### config.mk
export PLATFORM = sky130hd
export DESIGN_NAME = calendar_field_editor_flat
export DESIGN_NICKNAME = d
export VERILOG_FILES = /design/src/hdl/cfe_pkg.sv /design/src/hdl/cfe_if.sv /design/src/hdl/cfe_update.sv /design/src/hdl/calendar_field_editor.sv /design/src/flat_wrapper.sv
export SDC_FILE = /design/constraint.sdc
export NUM_CORES = 1
export LEC_CHECK = 0
export ABC_CLOCK_PERIOD_IN_PS = 8300
export BUFFER_PORTS_ARGS = -buffer_cell sky130_fd_sc_hd__buf_2
export CORE_UTILIZATION = 63
export CTS_CLUSTER_DIAMETER = 30
export DETAILED_ROUTE_END_ITERATION = 7
export GPL_TIMING_DRIVEN = 0
export HOLD_SLACK_MARGIN = 0.03
export PLACE_DENSITY_LB_ADDON = 0.08
export SYNTH_ARGS = -nofsm -noshare
export SYNTH_HDL_FRONTEND = slang
export SYNTH_SLANG_ARGS = --single-unit
### constraint.sdc
create_clock -name i_clk -period 8.3 [get_ports i_clk]
set_input_delay 0.415 -clock i_clk [delete_from_list [all_inputs] [get_ports i_clk]]
set_output_delay 0.415 -clock i_clk [all_outputs]
set_load 0.005 [all_outputs]
### src/hdl/cfe_pkg.sv
// ----------------------------------------------------------------------------
// cfe_pkg
// shared types, op codes and the month length function of the field editor
// ----------------------------------------------------------------------------
package cfe_pkg;

    // op codes
    localparam logic [2:0] OP_LOAD = 3'd0;
    localparam logic [2:0] OP_NEXT = 3'd1;
    localparam logic [2:0] OP_DEC  = 3'd2;
    localparam logic [2:0] OP_INC  = 3'd3;
    localparam logic [2:0] OP_TICK = 3'd4;

    // field select codes
    localparam logic [2:0] SEL_YEAR    = 3'd0;
    localparam logic [2:0] SEL_MONTH   = 3'd1;
    localparam logic [2:0] SEL_DATE    = 3'd2;
    localparam logic [2:0] SEL_WEEKDAY = 3'd3;
    localparam logic [2:0] SEL_HOUR    = 3'd4;
    localparam logic [2:0] SEL_MINUTE  = 3'd5;
    localparam logic [2:0] SEL_SECOND  = 3'd6;

    localparam logic [6:0] YEAR_MAX   = 7'd99;
    localparam logic [3:0] MONTH_MAX  = 4'd12;
    localparam logic [2:0] WDAY_MAX   = 3'd7;
    localparam logic [4:0] HOUR_MAX   = 5'd23;
    localparam logic [5:0] MINSEC_MAX = 6'd59;

    localparam logic [9:0] BLINK_PERIOD_RESET = 10'd400;

    typedef struct packed {
        logic [6:0] year;
        logic [3:0] month;
        logic [4:0] date;
        logic [2:0] weekday;
        logic [4:0] hour;
        logic [5:0] minute;
        logic [5:0] second;
        logic [2:0] sel;
        logic       blink;
        logic [9:0] ticks;
    } t_cal;

    typedef struct packed {
        logic [6:0] year;
        logic [3:0] month;
        logic [4:0] date;
        logic [2:0] weekday;
        logic [4:0] hour;
        logic [5:0] minute;
        logic [5:0] second;
    } t_load;

    localparam logic [4:0] MONTH_LEN [16] = '{
        5'd31, 5'd31, 5'd28, 5'd31, 5'd30, 5'd31, 5'd30, 5'd31,
        5'd31, 5'd30, 5'd31, 5'd30, 5'd31, 5'd31, 5'd31, 5'd31
    };

    // day-of-month limit; within 2000..2099 leap years are multiples of 4
    function automatic logic [4:0] day_limit(logic [6:0] year, logic [3:0] month);
        logic [4:0] lim;
        if (month == 4'd2) begin
            lim = (year[1:0] == 2'b00) ? 5'd29 : 5'd28;
        end else begin
            lim = MONTH_LEN[month];
        end
        return lim;
    endfunction

endpackage

### src/hdl/cfe_if.sv
// ----------------------------------------------------------------------------
// cfe_if
// valid/ready channels carrying field editor commands and snapshots
// ----------------------------------------------------------------------------
interface cfe_in_if;
    logic       valid;
    logic       ready;
    logic [2:0] op;
    logic [6:0] new_year;
    logic [3:0] new_month;
    logic [4:0] new_date;
    logic [2:0] new_weekday;
    logic [4:0] new_hour;
    logic [5:0] new_minute;
    logic [5:0] new_second;

    modport source (
        output valid, op, new_year, new_month, new_date, new_weekday,
               new_hour, new_minute, new_second,
        input  ready
    );
    modport sink (
        input  valid, op, new_year, new_month, new_date, new_weekday,
               new_hour, new_minute, new_second,
        output ready
    );
endinterface

interface cfe_out_if;
    logic       valid;
    logic       ready;
    logic [6:0] out_year;
    logic [3:0] out_month;
    logic [4:0] out_date;
    logic [2:0] out_weekday;
    logic [4:0] out_hour;
    logic [5:0] out_minute;
    logic [5:0] out_second;
    logic [2:0] out_select;
    logic       out_blink;

    modport source (
        output valid, out_year, out_month, out_date, out_weekday, out_hour,
               out_minute, out_second, out_select, out_blink,
        input  ready
    );
    modport sink (
        input  valid, out_year, out_month, out_date, out_weekday, out_hour,
               out_minute, out_second, out_select, out_blink,
        output ready
    );
endinterface

### src/hdl/cfe_update.sv
// ----------------------------------------------------------------------------
// cfe_update
// next calendar state for one command: load, select, step or blink tick
// ----------------------------------------------------------------------------
module cfe_update
    import cfe_pkg::*;
(
    input  t_cal       i_state,
    input  logic [2:0] i_op,
    input  t_load      i_load,
    input  logic [9:0] i_blink_period,
    output t_cal       o_state
);

    // wrap helpers on a common 7-bit width
    function automatic logic [6:0] inc_wrap(logic [6:0] v, logic [6:0] lo, logic [6:0] hi);
        logic [7:0] s;
        s = {1'b0, v} + 8'd1;
        return (s > {1'b0, hi}) ? lo : s[6:0];
    endfunction

    function automatic logic [6:0] dec_wrap(logic [6:0] v, logic [6:0] lo, logic [6:0] hi);
        logic [6:0] d;
        d = v - 7'd1;
        if (v <= lo) begin
            d = hi;
        end else if (d > hi) begin
            d = hi;
        end
        return d;
    endfunction

    function automatic logic [6:0] step(logic up, logic [6:0] v, logic [6:0] lo,
                                        logic [6:0] hi);
        return up ? inc_wrap(v, lo, hi) : dec_wrap(v, lo, hi);
    endfunction

    logic [6:0]  ld_year;
    logic [3:0]  ld_month;
    logic [4:0]  ld_lim;
    logic [4:0]  cur_lim;
    logic        up;
    logic [10:0] tick_next;
    logic [6:0]  stepped;

    always_comb begin
        ld_year  = (i_load.year > YEAR_MAX) ? YEAR_MAX : i_load.year;
        ld_month = (i_load.month == 4'd0) ? 4'd1 :
                   (i_load.month > MONTH_MAX) ? MONTH_MAX : i_load.month;
        ld_lim   = day_limit(ld_year, ld_month);
        cur_lim  = day_limit(i_state.year, i_state.month);
        up       = (i_op == OP_INC);
        tick_next = {1'b0, i_state.ticks} + 11'd1;
        stepped  = '0;

        o_state = i_state;
        unique case (i_op)
            OP_LOAD: begin
                o_state.year    = ld_year;
                o_state.month   = ld_month;
                o_state.date    = (i_load.date == 5'd0) ? 5'd1 :
                                  (i_load.date > ld_lim) ? ld_lim : i_load.date;
                o_state.weekday = (i_load.weekday == 3'd0) ? 3'd1 : i_load.weekday;
                o_state.hour    = (i_load.hour > HOUR_MAX) ? HOUR_MAX : i_load.hour;
                o_state.minute  = (i_load.minute > MINSEC_MAX) ? MINSEC_MAX
                                                               : i_load.minute;
                o_state.second  = (i_load.second > MINSEC_MAX) ? MINSEC_MAX
                                                               : i_load.second;
            end
            OP_NEXT: begin
                o_state.sel = (i_state.sel >= SEL_SECOND) ? SEL_YEAR : i_state.sel + 3'd1;
            end
            OP_DEC, OP_INC: begin
                unique case (i_state.sel)
                    SEL_YEAR: begin
                        o_state.year = step(up, i_state.year, 7'd0, YEAR_MAX);
                    end
                    SEL_MONTH: begin
                        stepped = step(up, {3'b0, i_state.month}, 7'd1, {3'b0, MONTH_MAX});
                        o_state.month = stepped[3:0];
                    end
                    SEL_DATE: begin
                        stepped = step(up, {2'b0, i_state.date}, 7'd1, {2'b0, cur_lim});
                        o_state.date = stepped[4:0];
                    end
                    SEL_WEEKDAY: begin
                        stepped = step(up, {4'b0, i_state.weekday}, 7'd1,
                                       {4'b0, WDAY_MAX});
                        o_state.weekday = stepped[2:0];
                    end
                    SEL_HOUR: begin
                        stepped = step(up, {2'b0, i_state.hour}, 7'd0, {2'b0, HOUR_MAX});
                        o_state.hour = stepped[4:0];
                    end
                    SEL_MINUTE: begin
                        stepped = step(up, {1'b0, i_state.minute}, 7'd0,
                                       {1'b0, MINSEC_MAX});
                        o_state.minute = stepped[5:0];
                    end
                    SEL_SECOND: begin
                        stepped = step(up, {1'b0, i_state.second}, 7'd0,
                                       {1'b0, MINSEC_MAX});
                        o_state.second = stepped[5:0];
                    end
                    default: begin
                    end
                endcase
            end
            OP_TICK: begin
                // a period of zero acts like one: toggle every tick
                if (tick_next >= {1'b0, i_blink_period}) begin
                    o_state.ticks = '0;
                    o_state.blink = ~i_state.blink;
                end else begin
                    o_state.ticks = tick_next[9:0];
                end
            end
            default: begin
            end
        endcase
    end

endmodule

### src/hdl/calendar_field_editor.sv
// ----------------------------------------------------------------------------
// calendar_field_editor
// date/time setting block with field select, wraparound stepping and blink
// ----------------------------------------------------------------------------
// usage
//   i_in  : command channel (op plus the load values); a transfer happens
//           when valid and ready are both high at a rising edge
//   o_out : snapshot channel; every command yields exactly one snapshot of
//           the date, time, selected field and blink flag after the command
//   i_cfg_we / i_cfg_wdata : write of the blink period, taken at any edge
//           with the write enable high; write only while the block is idle
//   latency: a snapshot is valid one cycle after its command transfer
//   throughput: one command per cycle; the single output register is
//           refilled in the same cycle that its snapshot is taken
//   stall: while the output snapshot waits, i_in.ready is low and the
//           calendar state (which is the snapshot itself) holds
//   reset: synchronous, active low; year 0 (2000), month 1, day 1, weekday
//           1, 00:00:00, year selected, blink off, blink period 400, no
//           snapshot pending
// ----------------------------------------------------------------------------
module calendar_field_editor
    import cfe_pkg::*;
(
    input  logic         i_clk,
    input  logic         i_rst_n,
    cfe_in_if.sink       i_in,
    cfe_out_if.source    o_out,
    input  logic         i_cfg_we,
    input  logic [9:0]   i_cfg_wdata
);

    // calendar state doubles as the output register payload
    t_cal       r_state;
    t_cal       n_state;
    logic       r_out_valid;
    logic [9:0] r_blink_period;
    t_load      load;
    logic       in_xfer;

    // accept whenever the output slot is empty or being emptied
    assign i_in.ready = ~r_out_valid | o_out.ready;
    assign in_xfer    = i_in.valid & i_in.ready;

    assign load = '{
        year:    i_in.new_year,
        month:   i_in.new_month,
        date:    i_in.new_date,
        weekday: i_in.new_weekday,
        hour:    i_in.new_hour,
        minute:  i_in.new_minute,
        second:  i_in.new_second
    };

    cfe_update u_update (
        .i_state        (r_state),
        .i_op           (i_in.op),
        .i_load         (load),
        .i_blink_period (r_blink_period),
        .o_state        (n_state)
    );

    // blink period register
    always_ff @(posedge i_clk) begin
        if (!i_rst_n) begin
            r_blink_period <= BLINK_PERIOD_RESET;
        end else if (i_cfg_we) begin
            r_blink_period <= i_cfg_wdata;
        end
    end

    // state and output valid: state moves only on an input transfer
    always_ff @(posedge i_clk) begin
        if (!i_rst_n) begin
            r_out_valid <= 1'b0;
            r_state     <= '{
                year: 7'd0, month: 4'd1, date: 5'd1, weekday: 3'd1,
                hour: 5'd0, minute: 6'd0, second: 6'd0,
                sel: SEL_YEAR, blink: 1'b0, ticks: 10'd0
            };
        end else begin
            if (in_xfer) begin
                r_state     <= n_state;
                r_out_valid <= 1'b1;
            end else if (o_out.ready) begin
                r_out_valid <= 1'b0;
            end
        end
    end

    // snapshot fields straight from the state
    assign o_out.valid       = r_out_valid;
    assign o_out.out_year    = r_state.year;
    assign o_out.out_month   = r_state.month;
    assign o_out.out_date    = r_state.date;
    assign o_out.out_weekday = r_state.weekday;
    assign o_out.out_hour    = r_state.hour;
    assign o_out.out_minute  = r_state.minute;
    assign o_out.out_second  = r_state.second;
    assign o_out.out_select  = r_state.sel;
    assign o_out.out_blink   = r_state.blink;

endmodule

### src/flat_wrapper.sv
// flat-port wrapper written by rule: the top's interface ports become plain ports
module calendar_field_editor_flat import cfe_pkg::*;
  (i_clk, i_rst_n, i_cfg_we, i_cfg_wdata, i_in_valid, i_in_op, i_in_new_year, i_in_new_month, i_in_new_date, i_in_new_weekday, i_in_new_hour, i_in_new_minute, i_in_new_second, i_in_ready, o_out_valid, o_out_out_year, o_out_out_month, o_out_out_date, o_out_out_weekday, o_out_out_hour, o_out_out_minute, o_out_out_second, o_out_out_select, o_out_out_blink, o_out_ready);
  cfe_in_if i_in_i ();
  cfe_out_if o_out_i ();
  input  logic i_clk;
  input  logic i_rst_n;
  input  logic i_cfg_we;
  input  logic [9:0] i_cfg_wdata;
  input wire logic [$bits(i_in_i.valid)-1:0] i_in_valid;
  input wire logic [$bits(i_in_i.op)-1:0] i_in_op;
  input wire logic [$bits(i_in_i.new_year)-1:0] i_in_new_year;
  input wire logic [$bits(i_in_i.new_month)-1:0] i_in_new_month;
  input wire logic [$bits(i_in_i.new_date)-1:0] i_in_new_date;
  input wire logic [$bits(i_in_i.new_weekday)-1:0] i_in_new_weekday;
  input wire logic [$bits(i_in_i.new_hour)-1:0] i_in_new_hour;
  input wire logic [$bits(i_in_i.new_minute)-1:0] i_in_new_minute;
  input wire logic [$bits(i_in_i.new_second)-1:0] i_in_new_second;
  output wire logic [$bits(i_in_i.ready)-1:0] i_in_ready;
  output wire logic [$bits(o_out_i.valid)-1:0] o_out_valid;
  output wire logic [$bits(o_out_i.out_year)-1:0] o_out_out_year;
  output wire logic [$bits(o_out_i.out_month)-1:0] o_out_out_month;
  output wire logic [$bits(o_out_i.out_date)-1:0] o_out_out_date;
  output wire logic [$bits(o_out_i.out_weekday)-1:0] o_out_out_weekday;
  output wire logic [$bits(o_out_i.out_hour)-1:0] o_out_out_hour;
  output wire logic [$bits(o_out_i.out_minute)-1:0] o_out_out_minute;
  output wire logic [$bits(o_out_i.out_second)-1:0] o_out_out_second;
  output wire logic [$bits(o_out_i.out_select)-1:0] o_out_out_select;
  output wire logic [$bits(o_out_i.out_blink)-1:0] o_out_out_blink;
  input wire logic [$bits(o_out_i.ready)-1:0] o_out_ready;
  assign i_in_i.valid = i_in_valid;
  assign i_in_i.op = i_in_op;
  assign i_in_i.new_year = i_in_new_year;
  assign i_in_i.new_month = i_in_new_month;
  assign i_in_i.new_date = i_in_new_date;
  assign i_in_i.new_weekday = i_in_new_weekday;
  assign i_in_i.new_hour = i_in_new_hour;
  assign i_in_i.new_minute = i_in_new_minute;
  assign i_in_i.new_second = i_in_new_second;
  assign i_in_ready = i_in_i.ready;
  assign o_out_valid = o_out_i.valid;
  assign o_out_out_year = o_out_i.out_year;
  assign o_out_out_month = o_out_i.out_month;
  assign o_out_out_date = o_out_i.out_date;
  assign o_out_out_weekday = o_out_i.out_weekday;
  assign o_out_out_hour = o_out_i.out_hour;
  assign o_out_out_minute = o_out_i.out_minute;
  assign o_out_out_second = o_out_i.out_second;
  assign o_out_out_select = o_out_i.out_select;
  assign o_out_out_blink = o_out_i.out_blink;
  assign o_out_i.ready = o_out_ready;
  calendar_field_editor u_core (.i_clk(i_clk), .i_rst_n(i_rst_n), .i_in(i_in_i), .o_out(o_out_i), .i_cfg_we(i_cfg_we), .i_cfg_wdata(i_cfg_wdata));
endmodule
== After elaboration in Yosys (flattened, before gate mapping) ==
Memories as Yosys holds them, arrays and structs flattened.
Index checks and enable logic that the tools add are counted.

* Bits in registers: 61
* Bits in read-only memories: 160
* Output and inout port bits: 42
* Word-level logic and storage cells: 163
* Memories kept: 2

{| class="wikitable"
|+ Memory list
! memory !! words !! bits a word !! read ports !! clocked after memory_dff !! wr ports !! line !! text
|-
| (name not given) || 16 || 5 || 1 || 0 || 0 || cfe_pkg.sv:65 || <nowiki>lim = MONTH_LEN[month];</nowiki>
|-
| (name not given) || 16 || 5 || 1 || 0 || 0 || cfe_pkg.sv:65 ||
|}

* Add/sub/neg operators: 16
* Order comparisons: 31
* Equality and inequality tests: 19
* Mux-type cells: 57
* Bitwise operators: 6
* Reductions and logical operators: 20

{| class="wikitable"
|+ Operators by type and width
! kind !! number
|-
| 5-bit 2-to-1 mux || 19
|-
| 6-bit 2-to-1 mux || 12
|-
| 36-bit case mux with 2 select lines || 1
|-
| 7-bit 2-to-1 mux || 6
|-
| 7-bit by 6-bit greater-than comparator with 1-bit output (second input constant) || 4
|-
| 4-bit 2-to-1 mux || 7
|-
| 3-bit AND reduction || 8
|-
| 3-bit 2-to-1 mux || 7
|-
| 6-bit by 1-bit adder with 7-bit output (second input constant) || 2
|-
| 7-bit greater-than comparator (second input constant) || 2
|-
| 6-bit by 1-bit subtractor with 7-bit output (second input constant) || 2
|-
| 5-bit by 1-bit adder with 6-bit output (second input constant) || 2
|-
| 3-bit by 2-bit equality test with 1-bit output (second input constant) || 4
|-
| 3-bit equality test (second input constant) || 4
|-
| 6-bit greater-than comparator (second input constant) || 2
|-
| 6-bit by 1-bit less-or-equal comparator with 1-bit output (second input constant) || 2
|-
| 2-bit by 1-bit != test with 1-bit output (second input constant) || 6
|-
| 5-bit by 1-bit subtractor with 6-bit output (second input constant) || 2
|-
| 10-bit by 1-bit adder with 11-bit output (second input constant) || 1
|-
| 11-bit by 10-bit >= comparator with 1-bit output || 1
|-
| 5-bit >= comparator (second input constant) || 2
|-
| 5-bit by 1-bit less-or-equal comparator with 1-bit output (second input constant) || 2
|-
| 10-bit 2-to-1 mux || 1
|-
| 4-bit NOT with 5-bit output || 2
|-
| 37 further kinds || 48
|}

== Depth between registers and ports, before layout ==
* Word-level depth: 12
* Depth in mapped cells: 12
* Depth with buffers taken out: 12

== By module ==
From an unflattened synthesis, not the netlist that was laid out.

* Cells, all modules: 964
* Area, all modules: 6989.2 um2

{| class="wikitable"
|+ Modules (own cells, without submodules)
! module !! instances !! cells each !! area each (um2) !! sequential area each (um2)
|-
| cfe_update || 1 || 671 || 4251.6 || 0.0
|-
| calendar_field_editor || 1 || 293 || 2737.6 || 1221.2
|}

== Worst setup path after synthesis ==
No wires, ideal clock.

* Path kind: register to register
* Start point: register u_core.r_state (netlist bit u_core.o_out.out_year[0])
* End point: register u_core.r_state (netlist bit u_core.o_out.out_date[0])
* Library setup time: 137 ps
* Arrival time: 2710 ps
* Slack: 5453 ps
* Stages on the path, launching flop included: 12
* Buffers on the path: 0
* Clock period less this slack: 2847 ps
* Path through: dfxtp_1 -> inv_1 -> ha_1 -> nand2b_1 -> a211oi_1 -> a21oi_1 -> ha_1 -> a21o_1 -> o41ai_1 -> mux2_2 -> o2111ai_1 -> a32oi_1

* Word-level cells in the longest chain between the ends: 9
* Elaborated cells between the ends (all ways): 11
* Those cells by class: order compare: 2; mux: 8; reduce/logical: 1

{| class="wikitable"
|+ RTL lines
! element !! line !! text
|-
| start: declaration || calendar_field_editor.sv:33 || <nowiki>t_cal r_state;</nowiki>
|-
| start signal: assignment || calendar_field_editor.sv:75 || <nowiki>r_state <= '{</nowiki>
|-
| start signal: assignment || calendar_field_editor.sv:82 || <nowiki>r_state <= n_state;</nowiki>
|-
| 2-bit zero test (*) || cfe_pkg.sv:63 || <nowiki>lim = (year[1:0] == 2'b00) ? 5'd29 : 5'd28;</nowiki>
|-
| 1-bit 2-to-1 mux (*) || cfe_pkg.sv:63 ||
|-
| 5-bit 2-to-1 mux (*) || cfe_pkg.sv:62 || <nowiki>if (month == 4'd2) begin</nowiki>
|-
| 7-bit by 5-bit greater-than comparator with 1-bit output || cfe_update.sv:27 || <nowiki>end else if (d > hi) begin</nowiki>
|-
| 5-bit 2-to-1 mux || cfe_update.sv:27 ||
|-
| 5-bit 2-to-1 mux || cfe_update.sv:25 || <nowiki>if (v <= lo) begin</nowiki>
|-
| 5-bit 2-to-1 mux (*) || cfe_update.sv:35 || <nowiki>return up ? inc_wrap(v, lo, hi) : dec_wrap(v, lo, hi);</nowiki>
|-
| 5-bit 2-to-1 mux (*) || cfe_update.sv:74 || <nowiki>unique case (i_state.sel)</nowiki>
|-
| 36-bit case mux with 2 select lines (*) || cfe_update.sv:57 || <nowiki>unique case (i_op)</nowiki>
|}

Mark *: on every way between the ends. The rest lies on a longest branch, timed or not. The select of a mux whose other input is x is not followed.
A chain may end at the register's enable or synchronous reset.

== Final worst setup path ==
* Start point: register u_core.r_state (netlist bit u_core.o_out.out_year[0])
* End point: register u_core.r_state (netlist bit u_core.o_out.out_date[4])

The elaborated chain is that of the path after synthesis.

==> impl_metrics.csv <==
group,metric,value,unit
run_status,status,"finished clean",
setup_path,cp_data_arrival_time,3.55,ns
clocking,ctsResizeCount,0,
floorplan,initial_utilization,64.83,%
worst_hold_path,hold_class,"in2reg",
yosys,syn_inst,813,
routing,viasPerCell,6.256,
sta,maxSlewHeadroom,41.21,%
yosys,synth_seq_area_share,20.38,%
setup_path,worstSetupPathType,"reg2reg",
grt,antenna_found_initial,0,
layout,mostFrequentLayoutCells,"99 x buf_2, 68 x nor2_1, 64 x nand2_1",
clocking,cts_root_buffer,"clkbuf_8",
yosys,syn_area_per_cell,7.369,sq um
yosys,synth_nets,914,
sta,setup_tns,0,ns
clocking,clockBufferDepth,2,
grt,grt_max_degree,13,
clocking,tritoncts,"built",
routing,wl_per_cell,16.80,um
grt,grt_pass1_wl,28.85,mm
yosys,synth_cell_types,73,
power,p_per_area,120.7,nW/um^2
routing,first_iter_violations,708,
setup_path,cp-end-kind,"flip-flop",
layout,area_delta_synth_final,13.51,%
placement,gp_congestion,0.9650,
sta,tightestPinTransition,0.8785,ns
layout,nets,1020,
setup_path,cp.required,8.51,ns
sta,timing.final.crit_share,40.24,%
floorplan,core_region_area,9240,sq um
yosys,synth_area,5991,sq um
routing,ant_nets,0,
clocking,cts_setup_buffers,0,
sta,final.min_clock_period,3.340,ns
setup_path,path_max_fanout,9,
placement,placed_area,6628,sq um
grt,grt_use_total,35.96,%
routing,firstDrtPassIters,6,
sta,hold_viol,0,
clocking,clock_latency,0.36,ns
placement,hpwl,13.19,mm
placement,io_buffers,95,
layout,layout-drive-gt1-share,18.29,%
clocking,clk_pin_slew,0.09,ns
layout,mostFrequentLayoutCell,"buf_2",
sta,finClkSkew,0.01588,ns
yosys,synthArstFlopShare,0,%
setup_path,worst_setup_path_start_kind,"flip-flop",
sta,rsz0062_at_grt,"no",
setup_path,regToRegSetupSlack,4.96,ns
power,p_leak,0.002932,uW
grt,overflow,0,
sta,finalSetupViolCount,0,
routing,drt_wl_total,17.69,mm
sta,max_freq,0.2994,GHz
routing,route.detailed.drc,0,
flow_run,cap_violations,0,
routing,vias,6588,
grt,grt_pass1_vias,6126,
clocking,ctsHoldBuffers,0,
floorplan,ios,96,
layout,antenna_cells,0,
sta,holdWs,0.2769,ns
sta,maxSlewViolCount,0,
layout,final_cell_area,6800,sq um
yosys,synth_flop_cell,"dfxtp_1",
floorplan,die_x,99.52,um
power,irDropWorstVdd,0.08273,mV
yosys,synth_edf_count,0,
floorplan,dieArea,9903,sq um
clocking,htreeDepth,3,
floorplan,row_count,35,
yosys,synth-seq-cells,61,
clocking,cts.sinks,61,
yosys,yosys_warnings,0,
clocking,cts-buffers-inserted,9,
floorplan,chipHeight,99.52,um
## per-stage QoR
step | worst slack [ns] | total power (uW) | util [%] | cells
floorplan | 5.453 | 495.1 | - | 813
global placement | 5.141 | 559.5 | 71.73 | 1037
detailed placement | 5.036 | 568.4 | 71.73 | 1037
CTS | 5.021 | 815.0 | 73.60 | 1053
global route | 4.758 | 859.1 | 73.60 | 1053
finish | 4.960 | 820.7 | 73.60 | 1053
## cell families after synthesis
logic type / count (synthesis) / share of synthesized area, %
AOI/OAI and AO/OA: 218 / 24.83
xor gates and xnor gates: 43 / 6.287
adders and majority gates: 47 / 9.816
buffers and inverters: 136 / 11.30
DFF: 61 / 20.38
muxes: 15 / 2.548
and+or+nand+nor: 293 / 24.83
## flip-flops by register name (all words and copies together) (netlist names), 3 cells and up
register                  count
u_core.o_out.out_year         7
u_core.o_out.out_second       6
u_core.o_out.out_minute       6
u_core.r_blink_period        10
u_core.o_out.out_select       3
u_core.o_out.out_date         5
u_core.o_out.out_month        4
u_core.o_out.out_hour         5
u_core.o_out.out_weekday      3
u_core.r_state               10
## Yosys cell counts, drive strengths merged (6+ instances only)
library cell	instances	area, sq um
nor3b	6	45.04
nor3	26	130.1
o211ai	20	150.1
nand2b	14	87.58
a311o	6	60.06
buf	48	346.6
nor2b	14	87.58
and3	11	68.82
o21ai	31	155.1
and2	7	43.79
o22ai	6	37.54
o2111ai	9	78.83
a21oi	56	280.3
xnor2	21	183.9
nand3	38	190.2
a211oi	8	65.06
inv	44	165.2
dfxtp	61	1221
a31oi	16	100.1
nor2	68	255.2
xor2	22	192.7
clkbuf	43	161.4
nand4	9	56.30
ha	47	588.1
a22oi	7	52.55
nand2	64	240.2
mux2i	13	130.1
a21o	6	45.04
or3	11	73.82
## final cells by class
cell class	count	area, sq um
flip-flops and latches	61	1221
fillers	760	2440
clock buffers	9	123.9
repair buffers	95	475.5
well taps	129	161.4
clock inverters	7	48.80
plain buffers	91	508.0
inverters	45	168.9
multi-input cells	616	4093
## where the power goes
group          internal [uW]  switching [uW]
Sequential               306            14.7
Combinational            105             144
Clock                    109             142
Total                    520             301
## worst paths after layout
check | startpoint | end | cells after the start
worst min register to register | u_core.o_out.out_blink | u_core.o_out.out_blink | 2
worst min-delay path | i_cfg_wdata[7] | u_core.r_blink_period[7] | 3
worst max-delay path | u_core.o_out.out_year[0] | u_core.o_out.out_date[4] | 12
worst max register to register | u_core.o_out.out_year[0] | u_core.o_out.out_date[4] | 12
## metal layers
metal  GRT usage [%]  wire, um  vias up
met2           59.13      8248      399
li1                -         -     3118
met4           17.76       640        0
met3           7.449      1680       73
met5               0         0        -
met1           44.78      7120     2998
## worst max-delay path, cell delays in order, from the launching register on
cell and delay [ns]:
dfxtp_1 0.52, inv_1 0.17, ha_1 0.31, nand2b_1 0.19, a211oi_1 0.23, a21oi_1 0.11, ha_1 0.31, a21boi_0 0.36
o2111ai_1 0.18, a22o_1 0.31, a221o_1 0.32, o211ai_1 0.09, a21oi_1 0.09
No activity file was read; power rests on OpenSTA's default activity.
